`src/assert_macros.svh`:
```
// ---------------------------------------------------------------------------
// assert_macros.svh
// Assertion helpers shared by the RTL; empty when SYNTHESIS is defined.
// ---------------------------------------------------------------------------
`ifndef ASSERT_MACROS_SVH
`define ASSERT_MACROS_SVH

`ifndef SYNTHESIS
`define ASSERT_AT(label, clk, rst_n, prop) \
    label: assert property (@(posedge clk) disable iff (!rst_n) prop) \
        else $error("assertion failed");
`define ASSERT_NEVER(label, clk, rst_n, cond) \
    label: assert property (@(posedge clk) disable iff (!rst_n) !(cond)) \
        else $error("forbidden condition seen");
`else
`define ASSERT_AT(label, clk, rst_n, prop)
`define ASSERT_NEVER(label, clk, rst_n, cond)
`endif

`endif

```
`src/ptb_fits.sv`:
```
// ---------------------------------------------------------------------------
// ptb_fits
// Shared compare unit: position of the letter before a palindrome and match.
// ---------------------------------------------------------------------------
`timescale 1ns / 1ps

module ptb_fits #(
    parameter int TA_W     = 10,
    parameter int NODE_W   = 11,
    parameter int LETTER_W = 5
) (
    input  logic [TA_W-1:0]     pos,
    input  logic [NODE_W-1:0]   len,
    input  logic [LETTER_W-1:0] text_q,
    input  logic [LETTER_W-1:0] letter,
    output logic [TA_W-1:0]     at,
    output logic                at_ok,
    output logic                match
);

    logic [NODE_W:0] diff;

    // pos - len - 1, sign bit marks the never-matching position before the text
    assign diff  = (NODE_W+1)'(pos) - (NODE_W+1)'(len) - (NODE_W+1)'(1);
    assign at_ok = ~diff[NODE_W];
    assign at    = diff[TA_W-1:0];
    assign match = (text_q == letter);

endmodule

```
`config.mk`:
```
export PLATFORM = sky130hd
export DESIGN_NAME = ptb_fits
export DESIGN_NICKNAME = d
export VERILOG_FILES = /design/src/assert_macros.svh /design/src/ptb_fits.sv
export SDC_FILE = /design/constraint.sdc
export NUM_CORES = 1
export LEC_CHECK = 0
export BUFFER_PORTS_ARGS = -buffer_cell sky130_fd_sc_hd__buf_2
export CAP_MARGIN = 5
export CORE_MARGIN = 8
export CORE_UTILIZATION = 43
export DETAILED_ROUTE_END_ITERATION = 8
export MAX_ROUTING_LAYER = met4
export PLACE_DENSITY = 0.86
export SYNTH_ARGS = -nofsm -noshare
export SYNTH_HDL_FRONTEND = slang
export SYNTH_SLANG_ARGS = --single-unit
```
`constraint.sdc`:
```
create_clock -name vclk -period 2.1
set_input_delay 0.105 -clock vclk [all_inputs]
set_output_delay 0.105 -clock vclk [all_outputs]
set_load 0.01 [all_outputs]
```
== Yosys cells after proc, flatten, opt, wreduce, memory -nomap -nowiden ==
Cells that the tools add are included.

* Register bits: 0
* Input port bits: 31
* Output and inout bits: 12
* Word-level logic and storage cells: 4

* Add/sub/neg operators: 2
* Equality and inequality tests: 1
* Bitwise operators: 1

{| class="wikitable"
|+ Operators with widths
! kind !! count
|-
| 10-bit by 11-bit subtractor with 12-bit output || 1
|-
| 12-bit by 1-bit subtractor with 12-bit output (second input constant) || 1
|-
| 5-bit equality test || 1
|-
| 1-bit NOT || 1
|}

== Depth between registers and ports, before layout ==
* Depth after elaboration: 3
* Mapped depth: 7
* Mapped depth without buffers: 7

== Worst setup path after synthesis ==
Ideal clock, no wire load.

* Path kind: in2out
* Start point: in len[0]
* End point: out at[8]
* Data arrival time: 1.788 ns
* Required time: 1.995 ns
* Setup slack: 0.207 ns
* Cell stages on the path: 7
* Path buffers: 0
* Cell sequence: inv_1 ha_1 fa_1 a21o_1 a221oi_2 or4b_1 o211ai_1

* Longest elaborated chain between the ends: 2

{| class="wikitable"
|+ RTL lines
! what !! RTL line !! RTL
|-
| from (decl) || ptb_fits.sv:13 || <nowiki>input logic [NODE_W-1:0] len,</nowiki>
|-
| 10-bit by 11-bit subtractor with 12-bit output || ptb_fits.sv:24 || <nowiki>assign diff = (NODE_W+1)'(pos) - (NODE_W+1)'(len) - (NODE_W+1)'(1);</nowiki>
|-
| 12-bit by 1-bit subtractor with 12-bit output || ptb_fits.sv:24 ||
|-
| to (decl) || ptb_fits.sv:16 || <nowiki>output logic [TA_W-1:0] at,</nowiki>
|}

No other way between the ends.

== Worst setup path in the final report ==
Ends and elaborated chain as after synthesis.

==> qor_table.md <==
| Quantity | This run | Unit |
|:---|:---|:---|
| Sequential cell area | 0 | um^2 |
| Startpoint type of the worst setup path | input port | - |
| Final routed DRC violation total | 0 | - |
| Die outline area | 2719 | um^2 |
| Routed wire length per instance | 11.90 | um |
| Post-Route Setup TNS | 0 | ns |
| Fraction of layout cells with a size suffix above 1 | 0.4167 | - |
| Worst Tran Pin Value | 0.3723 | ns |
| Die Height | 52.15 | um |
| Synth-to-layout area growth | 49.00 | % |
| Hold Path Class | in -> out | - |
| Overall Global Routing Usage | 0.1208 | - |
| Post-route insts no fill | 135 | - |
| Worst vdd rail ir drop | 153.7 | uV |
| Initial antenna violation count | 0 | - |
| Last element of the critical path | at[8] | - |
| Worst path arrival time | 1.91 | ns |
| Share of the cycle needed by the critical path after routing | 0.9599 | - |
| Count of synthesis-stage warnings from yosys | 0 | - |
| Pin count of the biggest net entering global routing | 11 | - |
| Antenna diode count | 0 | - |
| Part of the power in registers | 0 | - |
| # hold bufs at CTS | 0 | - |
| I/O pin cnt | 43 | - |
| Power spent charging and discharging nets | 125.8 | uW |
| Placeable core region | 1252 | um^2 |
| Total instance count after detailed placement | 135 | - |
| Hold Path Origin | pos[0] | - |
| Share of power burned in the clock network | 0 | - |
| Part of the total power dissipated in combinational logic | 1.000 | - |
| Largest driver fanout on the critical path | 2 | - |
| Vias in the first global route | 693 | - |
| Number of core rows | 13 | - |
| Endpoint class of the critical path | output pin | - |
| Lkg Pwr | 0.4526 | nW |
| Final sequential cell count | 0 | - |
| Setup Fix Bufs, Post-CTS | 0 | - |
| Max_cap viols | 0 | - |
| Global-route wire length before repair | 2725 | um |
| Timing startpoint of the critical path | len[0] | - |
| Setup-violating endpoint count in the final report | 0 | - |
| Post-synthesis cell type with the largest combined area | sky130_fd_sc_hd__ha_1 | - |
| Unrepaired setup endpoints after global routing | true | - |
| Mean instance size in the synthesized netlist | 7.392 | um^2 |
| Count of input and output buffers | 43 | - |
| Placed wire-length estimate after detailed placement | 1460 | um |
| Number of nets in the layout | 164 | - |
| Overall die width | 52.15 | um |
| Effective utilization at floorplan | 0.4486 | - |
| Portion of the post-synthesis area used by sequential elements | 0 | - |
| Count of antenna-violating nets left after detailed routing | 0 | - |
| Sw frac | 0.5002 | - |
| Via-to-Cell Ratio | 5.081 | - |
| Detailed-route wire length | 1607 | um |
| Total global routing overflow | 0 | - |
| Slew HR | 0.7454 | - |
| Vias | 686 | - |
| Result of the run | completed | - |
| Routability cong. | 0.8089 | - |
| Synth area leaders | sky130_fd_sc_hd__ha_1 22%, sky130_fd_sc_hd__xnor2_1 11%, sky130_fd_sc_hd__inv_1 8.0% | - |
| Max Clk Rate | 496.1 | MHz |
| Number of instances in the synthesized netlist | 76 | - |
| Areal power density over the cells | 300.4 | nW/um^2 |
| Kind of critical path | in -> out | - |
| Shortest period the worst path allows | 2.016 | ns |
| Mapped cell area | 561.8 | um^2 |
| Synthesized Nets | 118 | - |
| Power Internal | 125.7 | uW |
| Post-synth top area share | 0.2227 | - |
| DR iter-0 viols | 7 | - |
| Hold Violations, Final | 0 | - |
| Required time of the critical path | 2.00 | ns |
| Cell variety after synth | 33 | - |
| Number of clock buffers in the layout | 0 | - |
| Finished Core Util | 0.6683 | - |
| Final count of pins violating max slew | 0 | - |
| Number of detailed-routing iterations run before antenna repair | 4 | - |
[layout make-up]
cell class / count / area [um^2]
Multi-Input combinational cell: 63 / 528.0
Fill cell: 109 / 415.4
Tap cell: 15 / 18.77
Inverter: 12 / 47.55
Timing Repair Buffer: 45 / 242.7
[power groups by stage]
stage	combinational, mW	clock (mW)	sequential, mW
3_3_place_gp	0.242	0	0
6_report	0.251	0	0
4_1_cts	0.249	0	0
3_5_place_dp	0.248	0	0
2_1_floorplan	0.155	0	0
5_1_grt	0.282	0	0
[cell usage after synthesis]
library cell                instances
sky130_fd_sc_hd__a2111oi_0          2
sky130_fd_sc_hd__a211oi_1           2
sky130_fd_sc_hd__a21o_1             2
sky130_fd_sc_hd__a21oi_1            2
sky130_fd_sc_hd__a221oi_2           1
sky130_fd_sc_hd__a2bb2oi_1          1
sky130_fd_sc_hd__a31oi_1            1
sky130_fd_sc_hd__and2_1             1
sky130_fd_sc_hd__and3_1             2
sky130_fd_sc_hd__clkbuf_1           1
sky130_fd_sc_hd__fa_1               1
sky130_fd_sc_hd__ha_1              10
sky130_fd_sc_hd__inv_1             12
sky130_fd_sc_hd__nand2_1            4
sky130_fd_sc_hd__nand3_1            2
sky130_fd_sc_hd__nand4_1            1
sky130_fd_sc_hd__nand4b_1           1
sky130_fd_sc_hd__nand4bb_1          1
sky130_fd_sc_hd__nor2_1             5
sky130_fd_sc_hd__nor2b_1            2
sky130_fd_sc_hd__nor3_1             2
sky130_fd_sc_hd__nor4_1             1
sky130_fd_sc_hd__nor4b_1            1
sky130_fd_sc_hd__o211ai_1           1
sky130_fd_sc_hd__o21a_1             1
sky130_fd_sc_hd__o221ai_1           1
sky130_fd_sc_hd__o2bb2ai_1          1
sky130_fd_sc_hd__o311ai_0           1
sky130_fd_sc_hd__o41ai_1            1
sky130_fd_sc_hd__or2_2              1
sky130_fd_sc_hd__or4b_1             1
sky130_fd_sc_hd__xnor2_1            7
sky130_fd_sc_hd__xor2_1             3
[critical path: stages]
cell	delay, ns
sky130_fd_sc_hd__buf_6	0.07
sky130_fd_sc_hd__inv_4	0.03
sky130_fd_sc_hd__ha_4	0.15
sky130_fd_sc_hd__fa_2	0.39
sky130_fd_sc_hd__a21o_1	0.18
sky130_fd_sc_hd__a221oi_2	0.26
sky130_fd_sc_hd__or4b_1	0.46
sky130_fd_sc_hd__o211ai_1	0.10
sky130_fd_sc_hd__buf_2	0.15
[repair_timing]
item,in CTS,in global routing
gates resized for setup,1,6
cloned,0,0
pin swaps,1,4
endpoints found under the setup margin,1,1
[placed cells by master, fill, tap and decap left out, types with 3 or more instances in the layout]
master	Yosys	routed
sky130_fd_sc_hd__nand2_1	4	4
sky130_fd_sc_hd__ha_1	10	9
sky130_fd_sc_hd__xnor2_1	7	7
sky130_fd_sc_hd__xor2_1	3	3
sky130_fd_sc_hd__nor2_1	5	5
sky130_fd_sc_hd__inv_1	12	11
sky130_fd_sc_hd__buf_2	0	41
[metrics by stage]
| step | setup WS [ns] | total power, mW | hold slack, ns | area (um^2) |
|---|---|---|---|---|
| after global placement | 0.02644 | 0.2418 | 0.5168 | 807.0 |
| after CTS | 0.01732 | 0.2492 | 0.5183 | 809.5 |
| after global routing | -0.02842 | 0.2819 | 0.5142 | 837.1 |
| final | 0.08427 | 0.2515 | 0.5023 | 837.1 |
| after floorplan | 0.2071 | 0.1548 | 0.3607 | 561.8 |
| after detailed placement | -0.02156 | 0.2479 | 0.5163 | 807.0 |
[layer usage]
metal	track usage	share of wire
met1	0.1236	0.38
met2	0.2520	0.58
met3	0.008547	0.043
met4	0	0
met5	-	0
[kinds of logic after synthesis]
family | Yosys count | synth area share
adders and majority gates | 11 | 0.2584
and+or+nand+nor | 25 | 0.2539
buffers and inverters | 13 | 0.08685
AOI/OAI and AO/OA | 17 | 0.2450
xor gates and xnor gates | 10 | 0.1559
[worst min path at each step]
stage	end	slack (ns)	cells after the start
after floorplan	at[0]	0.36	1
after global placement	at[0]	0.52	3
after detailed placement	at[0]	0.52	3
after CTS	at[0]	0.52	3
after global routing	at[0]	0.51	3
final	at[0]	0.50	3
No activity file was read; power rests on OpenSTA's default activity.
