$ cat src/assert_macros.svh
// ---------------------------------------------------------------------------
// assert_macros.svh
// Assertion helpers shared by the RTL; empty when SYNTHESIS is defined.
// ---------------------------------------------------------------------------
`ifndef ASSERT_MACROS_SVH
`define ASSERT_MACROS_SVH

`ifndef SYNTHESIS
`define ASSERT_AT(label, clk, rst_n, prop) \
    label: assert property (@(posedge clk) disable iff (!rst_n) prop) \
        else $error("assertion failed");
`define ASSERT_NEVER(label, clk, rst_n, cond) \
    label: assert property (@(posedge clk) disable iff (!rst_n) !(cond)) \
        else $error("forbidden condition seen");
`else
`define ASSERT_AT(label, clk, rst_n, prop)
`define ASSERT_NEVER(label, clk, rst_n, cond)
`endif

`endif

$ cat src/ptb_ram.sv
// ---------------------------------------------------------------------------
// ptb_ram
// Generic single write port, single read port RAM with registered read.
// ---------------------------------------------------------------------------
`timescale 1ns / 1ps

module ptb_ram #(
    parameter int WIDTH = 8,
    parameter int DEPTH = 16
) (
    input  logic                                   aclk,
    input  logic                                   we,
    input  logic [((DEPTH > 1) ? $clog2(DEPTH) : 1)-1:0] waddr,
    input  logic [WIDTH-1:0]                       wdata,
    input  logic [((DEPTH > 1) ? $clog2(DEPTH) : 1)-1:0] raddr,
    output logic [WIDTH-1:0]                       rdata
);

    logic [WIDTH-1:0] mem [DEPTH];
    logic [WIDTH-1:0] rdata_reg;

    always_ff @(posedge aclk) begin
        if (we) begin
            mem[waddr] <= wdata;
        end
        rdata_reg <= mem[raddr];
    end

    assign rdata = rdata_reg;

endmodule

$ cat config.mk
export PLATFORM = sky130hd
export DESIGN_NAME = ptb_ram
export DESIGN_NICKNAME = d
export VERILOG_FILES = /design/src/assert_macros.svh /design/src/ptb_ram.sv
export SDC_FILE = /design/constraint.sdc
export NUM_CORES = 1
export LEC_CHECK = 0
export ABC_AREA = 1
export ABC_CLOCK_PERIOD_IN_PS = 1400
export BUFFER_PORTS_ARGS = -buffer_cell sky130_fd_sc_hd__clkbuf_2
export CAP_MARGIN = 20
export CORE_ASPECT_RATIO = 1.75
export CORE_MARGIN = 4
export CORE_UTILIZATION = 30
export DETAILED_ROUTE_END_ITERATION = 7
export PLACE_DENSITY = 0.51
export SLEW_MARGIN = 5
export SYNTH_ARGS = -nofsm -noshare
export SYNTH_HDL_FRONTEND = slang
export SYNTH_SLANG_ARGS = --single-unit
$ cat constraint.sdc
create_clock -name aclk -period 1.4 [get_ports aclk]
set_clock_uncertainty 0.05 [all_clocks]
set_input_delay 0.28 -clock aclk [delete_from_list [all_inputs] [get_ports aclk]]
set_output_delay 0.28 -clock aclk [all_outputs]
set_load 0.05 [all_outputs]
# Word level (Yosys, flattened, before mapping)
# Memories as Yosys holds them, arrays and structs flattened. A register that Yosys moved wholly into a read port is not among the register bits.
# Cells that the tools add are included.
dict set report totals {
  memories 1
  latch_bits 0
  elab_cells 3
  mem_bits_rw 128
  ff_bits 0
  in_bits 18
  output_inout_bits 8
  mem_bits_ro 0
}
# memory words width rd rd_ports_with_merged_regs write_ports line_no
set memory_table {}
lappend memory_table {mem 16 8 1 1 1 ptb_ram.sv:19} ;# logic [WIDTH-1:0] mem [DEPTH];
dict set report op_classes {
  magnitude_cmp 0
  n_mul 0
  n_reduce_logical 0
  shift 0
  bitwise 0
  n_eq_ne 0
  n_mux 2
  div_mod_pow 0
  n_addsub 0
}
# cell n
set op_table {}
lappend op_table {{1-bit two-way mux} 2}

# Logic depth before layout (Yosys ltp)
# Gate-level depths: netlist (run 1).
dict set report logic_depth {
  ltp_word 2
  ltp_mapped 8
  mapped_depth_nobuf 7
}

# Worst setup path after synthesis (run 1)
# OpenSTA, ideal clock, no wires.
dict set report synth_path {
  kind {input to register}
  from {input port waddr[2] (netlist name)}
  to {memory mem[10][0] (enable)}
  arrival_ns 0.861
  path_stages 2
  required_time_ns 0.980
  path_buffers 0
  setup_ns 0.370
  setup_slack_ns 0.119
  path_cell_list {nand3b_1 nor2_1}
}
# element line_no
set synth_lines {}
lappend synth_lines {{start: declaration} ptb_ram.sv:13} ;# input logic [((DEPTH > 1) ? $clog2(DEPTH) : 1)-1:0] waddr,
lappend synth_lines {{end: declaration} ptb_ram.sv:19}
# No word-level cell before the write port.

# Worst setup path after layout (run 1)
dict set report layout_path {
  from {register rdata_reg[2] (netlist: rdata[2]), read port of mem}
  to {output port rdata[2]}
}
# element line_no
set layout_lines {}
lappend layout_lines {{start: declaration} ptb_ram.sv:20} ;# logic [WIDTH-1:0] rdata_reg;
lappend layout_lines {{end: declaration} ptb_ram.sv:16} ;# output logic [WIDTH-1:0] rdata
# No word-level cell between the ends.

==> metrics.yaml, run 1 <==
slew_headroom_pct: 70.93
fillers: 1841
timing.critical_path.buf_inv: 1
clkPwrFrac_pct: 45.5
p_int_mw: 7.262
critPathKind: "flip-flop to output port"
ys_top_cells_by_count: "173 x nand2_1, 128 x edfxtp_1, 100 x inv_1, 97 x nand3_1, 17 x nor2_1"
p_per_area_mw_per_mm2: 1396
wirelength_mm: 13.79
synth-seq-cells: 136
vdd_drop_max_mv: 0.8206
clkTransAtPathRegs_ns: 0.07
reg2reg_slack_ns: 0.33
wl_per_cell_um: 16.20
antenna_cells: 0
via_per_inst: 4.421
post_cts_buffers: 0
worstPathArrival_ns: 1.02
grt-ovfl-total: 0
largest_register_ffs: 128
core_area_mm2: 0.01875
gp_congestion: 0.7653
power_leakage_nw: 2.976
postRouteAntennaNets: 0
first_pass_iters: 4
hpwlAfterDp_mm: 9.486
cp_cell_sequence: "clkbuf_2"
start_kind: "flip-flop"
num_rows: 66
grt_pass1_vias: 3912
grtUsageMet3_pct: 3.041
fin_crit_sh_pct: 96.17
fin_area_mm2: 0.006895
nets: 618
stdcell_count: 851
die_y_um: 191.4
io_pins: 26
power_frac_comb_pct: 6.9
initial_utilization_pct: 30.76
grt_pass1_wl_mm: 21.65
synth.most_common_cell: "nand2_1"
hold_viol: 0
finalSetupViolCount: 0
seq_area_frac_synth_pct: 69.43
grtUsageMet2_pct: 25.39
htreeDepth: 4
synth_cell_types: 12
crit_path_top_delay_cell: "dfxtp_1"
drt-initial-drc-count: 246
area_growth_pct: 19.57
grt_usage_pct: 13.69
port_buffers: 25
die_area_mm2: 0.02159
cts_hold_buf: 0
syn-cell-area_mm2: 0.005767
crit_family: "flip-flops"
cts_root_buf: "clkbuf_16"
drv_slew: 0
cts_made_buffers: 17
endpoint_kind: "output port"
busiest_layer: "met2"
die_w_um: 112.8
swShare_pct: 24.57
grt_max_degree: 65
syn_inst: 551
p_seq_share_pct: 47.6
tightestPinTransition_ns: 0.4361
drc: 0
cts_buffer_depth: 2
p_sw_mw: 2.366
path_max_fanout: 1
async_flop_share_pct: 0
max_freq_ghz: 0.7427
via_count: 3762
numPlacedInstances: 819
synth_nets: 569
yosysWarnings: 0
min_path_type: "primary input to flip-flop"
status: "completed"
cts_tree: "yes"
antenna_found_initial: 0
post_route_cells_drive_above_1_share_pct: 14.52
slowest_delay_ns: 0.32
synthTopCellsByArea: "edfxtp_1 67%, nand2_1 11%, nand3_1 8.4%, inv_1 6.5%, dfxtp_1 2.8%"
maxCapViolCount: 0
clock-sinks: 136
synth.avg_cell_area_um2: 10.47
rsz0062_at_grt: "false"
cp_data_required_time_ns: 1.07
place_area_mm2: 0.006291
synth.largest_area_cell: "edfxtp_1"
final_util_pct: 36.78
yosysTopAreaCellShare_pct: 66.65
clk_latency_ns: 0.43
synth-edff-count: 128
min_period_ns: 1.346
gr-usage-met1_pct: 13.98
synth_ff_type: "edfxtp_1"
-- cells in the final DEF, fill, tap and decap left out --
master      netlist  routed
nand3b_1          2       2
buf_2            13       1
edfxtp_1        128     128
buf_4             4      25
nor2_1           17      17
buf_12            0       4
clkbuf_8          0       2
clkinv_4          0       5
clkbuf_2          0      22
dfxtp_2           0       1
nand3_1          97      97
inv_6             0       3
inv_1           100     100
inv_2             2       2
clkbuf_16         0      17
clkinvlp_4        0       2
dfxtp_1           8       7
inv_8             0       4
bufinv_16         0       1
nand2_1         173     173
-- final cells by class --
class                   instances  area, um2  area share, %
flip-flops and latches        136       4005          58.08
clock inverters                15      160.2          2.323
clock buffers                  17      425.4          6.169
repair buffers                 54      410.4          5.952
inverters                     102      382.9          5.553
multi-input cells             289       1214          17.60
well taps                     238      297.8          4.319
-- metrics by stage --
stage | setup TNS (ns) | setup slack [ns] | hold WS [ns] | power [mW]
floorplan | 0 | 0.1192 | 0.3289 | 5.073
global placement | -0.4108 | -0.05758 | 0.6007 | 5.333
detailed placement | -0.4665 | -0.05741 | 0.6165 | 5.342
CTS | 0 | 0.01847 | 0.2203 | 9.730
global route | 0 | 0.001861 | 0.2409 | 9.961
finish | 0 | 0.05356 | 0.2377 | 9.628
-- metal layers --
| layer | part of all wire, % | routed length, um |
|---|---|---|
| met4 | 3.5 | 482 |
| met2 | 55 | 7572 |
| met1 | 39 | 5415 |
| met5 | 0 | 0 |
| met3 | 2.3 | 318 |
-- worst paths after layout --
kind / startpoint / endpoint / depth (start not counted)
max: rdata[2] / rdata[2] / 1
min: raddr[2] / rdata[1] / 4
max reg2reg: mem[1][2] / rdata[2] / 6
min reg2reg: mem[15][4] / rdata[4] / 6
-- power groups by stage --
stage / Sequential, mW / Clock [mW] / Combinational (mW)
final: 4.58 / 4.38 / 0.668
after global routing: 4.59 / 4.63 / 0.742
after CTS: 4.59 / 4.46 / 0.683
after detailed placement: 4.67 / 0 / 0.671
after global placement: 4.67 / 0 / 0.664
after floorplan: 4.75 / 0 / 0.321
-- repair_timing --
action,in CTS,in global routing
endpoints found under the hold margin,0,0
resized for setup,5,1
endpoints found under the setup margin,2,1
-- logic make-up (layout without fill, tap and decap cells) --
logic type	count (synthesis)	after routing	share of synthesized area [%]
simple gates	289	289	21.05
flops	136	136	69.43
buf+inv	126	188	9.525
No activity file was read; power rests on OpenSTA's default activity.
==> run 2, diff against run 1 <==
- CORE_ASPECT_RATIO: 1.75 -> 0.75
==> metrics.yaml, run 2 (synthesis gave the netlist of run 1 again) <==
wl_per_cell_um: 16.61
wirelength_mm: 14.24
layout_common_cells: "173 x nand2_1, 128 x edfxtp_1, 100 x inv_1, 97 x nand3_1, 24 x clkbuf_2"
via_count: 3797
p_seq_share_pct: 47.6
antenna_cells: 0
crit_family: "flip-flops"
min_path_type: "primary input to flip-flop"
whs_endpoint: "rdata[3]"
start_kind: "flip-flop"
drv_slew: 0
cts_buffer_depth: 2
io_pins: 26
rsz0062_at_grt: "false"
crit_path_top_delay_cell: "dfxtp_1"
critPathKind: "flip-flop to output port"
place_area_mm2: 0.006312
nets: 616
cts_root_buf: "clkbuf_16"
cts_made_buffers: 17
grt-ovfl-total: 0
gp_congestion: 0.7568
slew_headroom_pct: 67.42
post_route_cells_drive_above_1_share_pct: 13.77
hold_viol: 0
worstPathArrival_ns: 1.00
largest_register_ffs: 128
numPlacedInstances: 826
hpwlAfterDp_mm: 8.926
cp_cell_sequence: "clkbuf_2"
p_per_area_mw_per_mm2: 1396
clkTransAtPathRegs_ns: 0.05
clk_latency_ns: 0.41
timing.critical_path.buf_inv: 1
worstRegToRegCells: 6
cts_tree: "yes"
die_area_mm2: 0.02153
status: "completed"
initial_utilization_pct: 30.89
htreeDepth: 4
rr_endpoint: "rdata[4]"
path_max_fanout: 1
fin_area_mm2: 0.006893
cp.depth: 1
hold_ws_ns: 0.2461
grt_pass1_wl_mm: 21.56
clock-sinks: 136
tightestPinTransition_ns: 0.4887
finalSetupViolCount: 0
clkPwrFrac_pct: 45.2
cts_hold_buf: 0
core_area_mm2: 0.01867
reg2reg_slack_ns: 0.21
area_growth_pct: 19.53
stdcell_count: 857
grt_usage_pct: 13.61
p_int_mw: 7.365
grt_pass1_vias: 3617
antenna_found_initial: 0
p_sw_mw: 2.260
min_period_ns: 1.331
rr_startpoint: "mem[11][4]"
grt_max_degree: 65
first_pass_iters: 4
power_frac_comb_pct: 7.3
port_buffers: 25
p_total_mw: 9.625
maxCapViolCount: 0
final_common_cell: "nand2_1"
drt-initial-drc-count: 254
max_freq_ghz: 0.7515
min_from: "raddr[3]"
num_rows: 43
die_w_um: 168.1
postRouteAntennaNets: 0
swShare_pct: 23.48
endpoint_kind: "output port"
vdd_drop_max_mv: 0.6898
via_per_inst: 4.431
drc: 0
die_y_um: 128.1
slowest_delay_ns: 0.32
fin_crit_sh_pct: 95.05
cp_data_required_time_ns: 1.07
power_leakage_nw: 2.949
whs_path_depth: 3
## run 2: repair_timing
item	4_1_cts	5_1_grt
endpoints found under the setup margin	1	0
setup buffers	0	0
gates resized for setup	1	0
## run 2: power groups by stage
stage / clock network (mW) / logic, mW / registers, mW
floorplan: 0 / 0.321 / 4.75
global placement: 0 / 0.697 / 4.66
detailed placement: 0 / 0.698 / 4.67
CTS: 4.43 / 0.703 / 4.58
global route: 4.62 / 0.763 / 4.59
finish: 4.35 / 0.700 / 4.58
## run 2: cell type report
class | instances | area, um2
Fill cell | 1854 | 11780
Sequential cell | 136 | 4004
Multi-Input combinational cell | 289 | 1214
Clock buffer | 17 | 425.4
Timing Repair Buffer | 52 | 405.4
Inverter | 102 | 382.9
Tap cell | 247 | 309.0
Clock inverter | 14 | 152.6
## run 2: worst max path at each step
stage	end	from	slack, ns
finish	rdata[3]	rdata[3]	0.07
global route	rdata[5]	rdata[5]	0.02
CTS	rdata[3]	rdata[3]	0.03
detailed placement	rdata[4]	raddr[0]	-0.10
global placement	rdata[4]	raddr[0]	-0.07
floorplan	mem[10][0]	waddr[2]	0.12
## run 2: routing by layer
layer | track usage, % | vias up | routed length (um)
met5 | 0 | - | 0
met2 | 20.75 | 92 | 6256
met4 | 2.863 | 0 | 70
met1 | 19.77 | 1833 | 7314
met3 | 3.453 | 5 | 595
li1 | - | 1867 | -
## run 2: through the flow
stage / worst slack (ns) / util [%] / setup TNS, ns
after detailed placement: -0.1034 / 33.81 / -0.1385
after global placement: -0.07482 / 33.81 / -0.1156
after CTS: 0.02977 / 36.92 / 0
after floorplan: 0.1192 / - / 0
final: 0.06927 / 36.92 / 0
after global routing: 0.02192 / 36.92 / 0
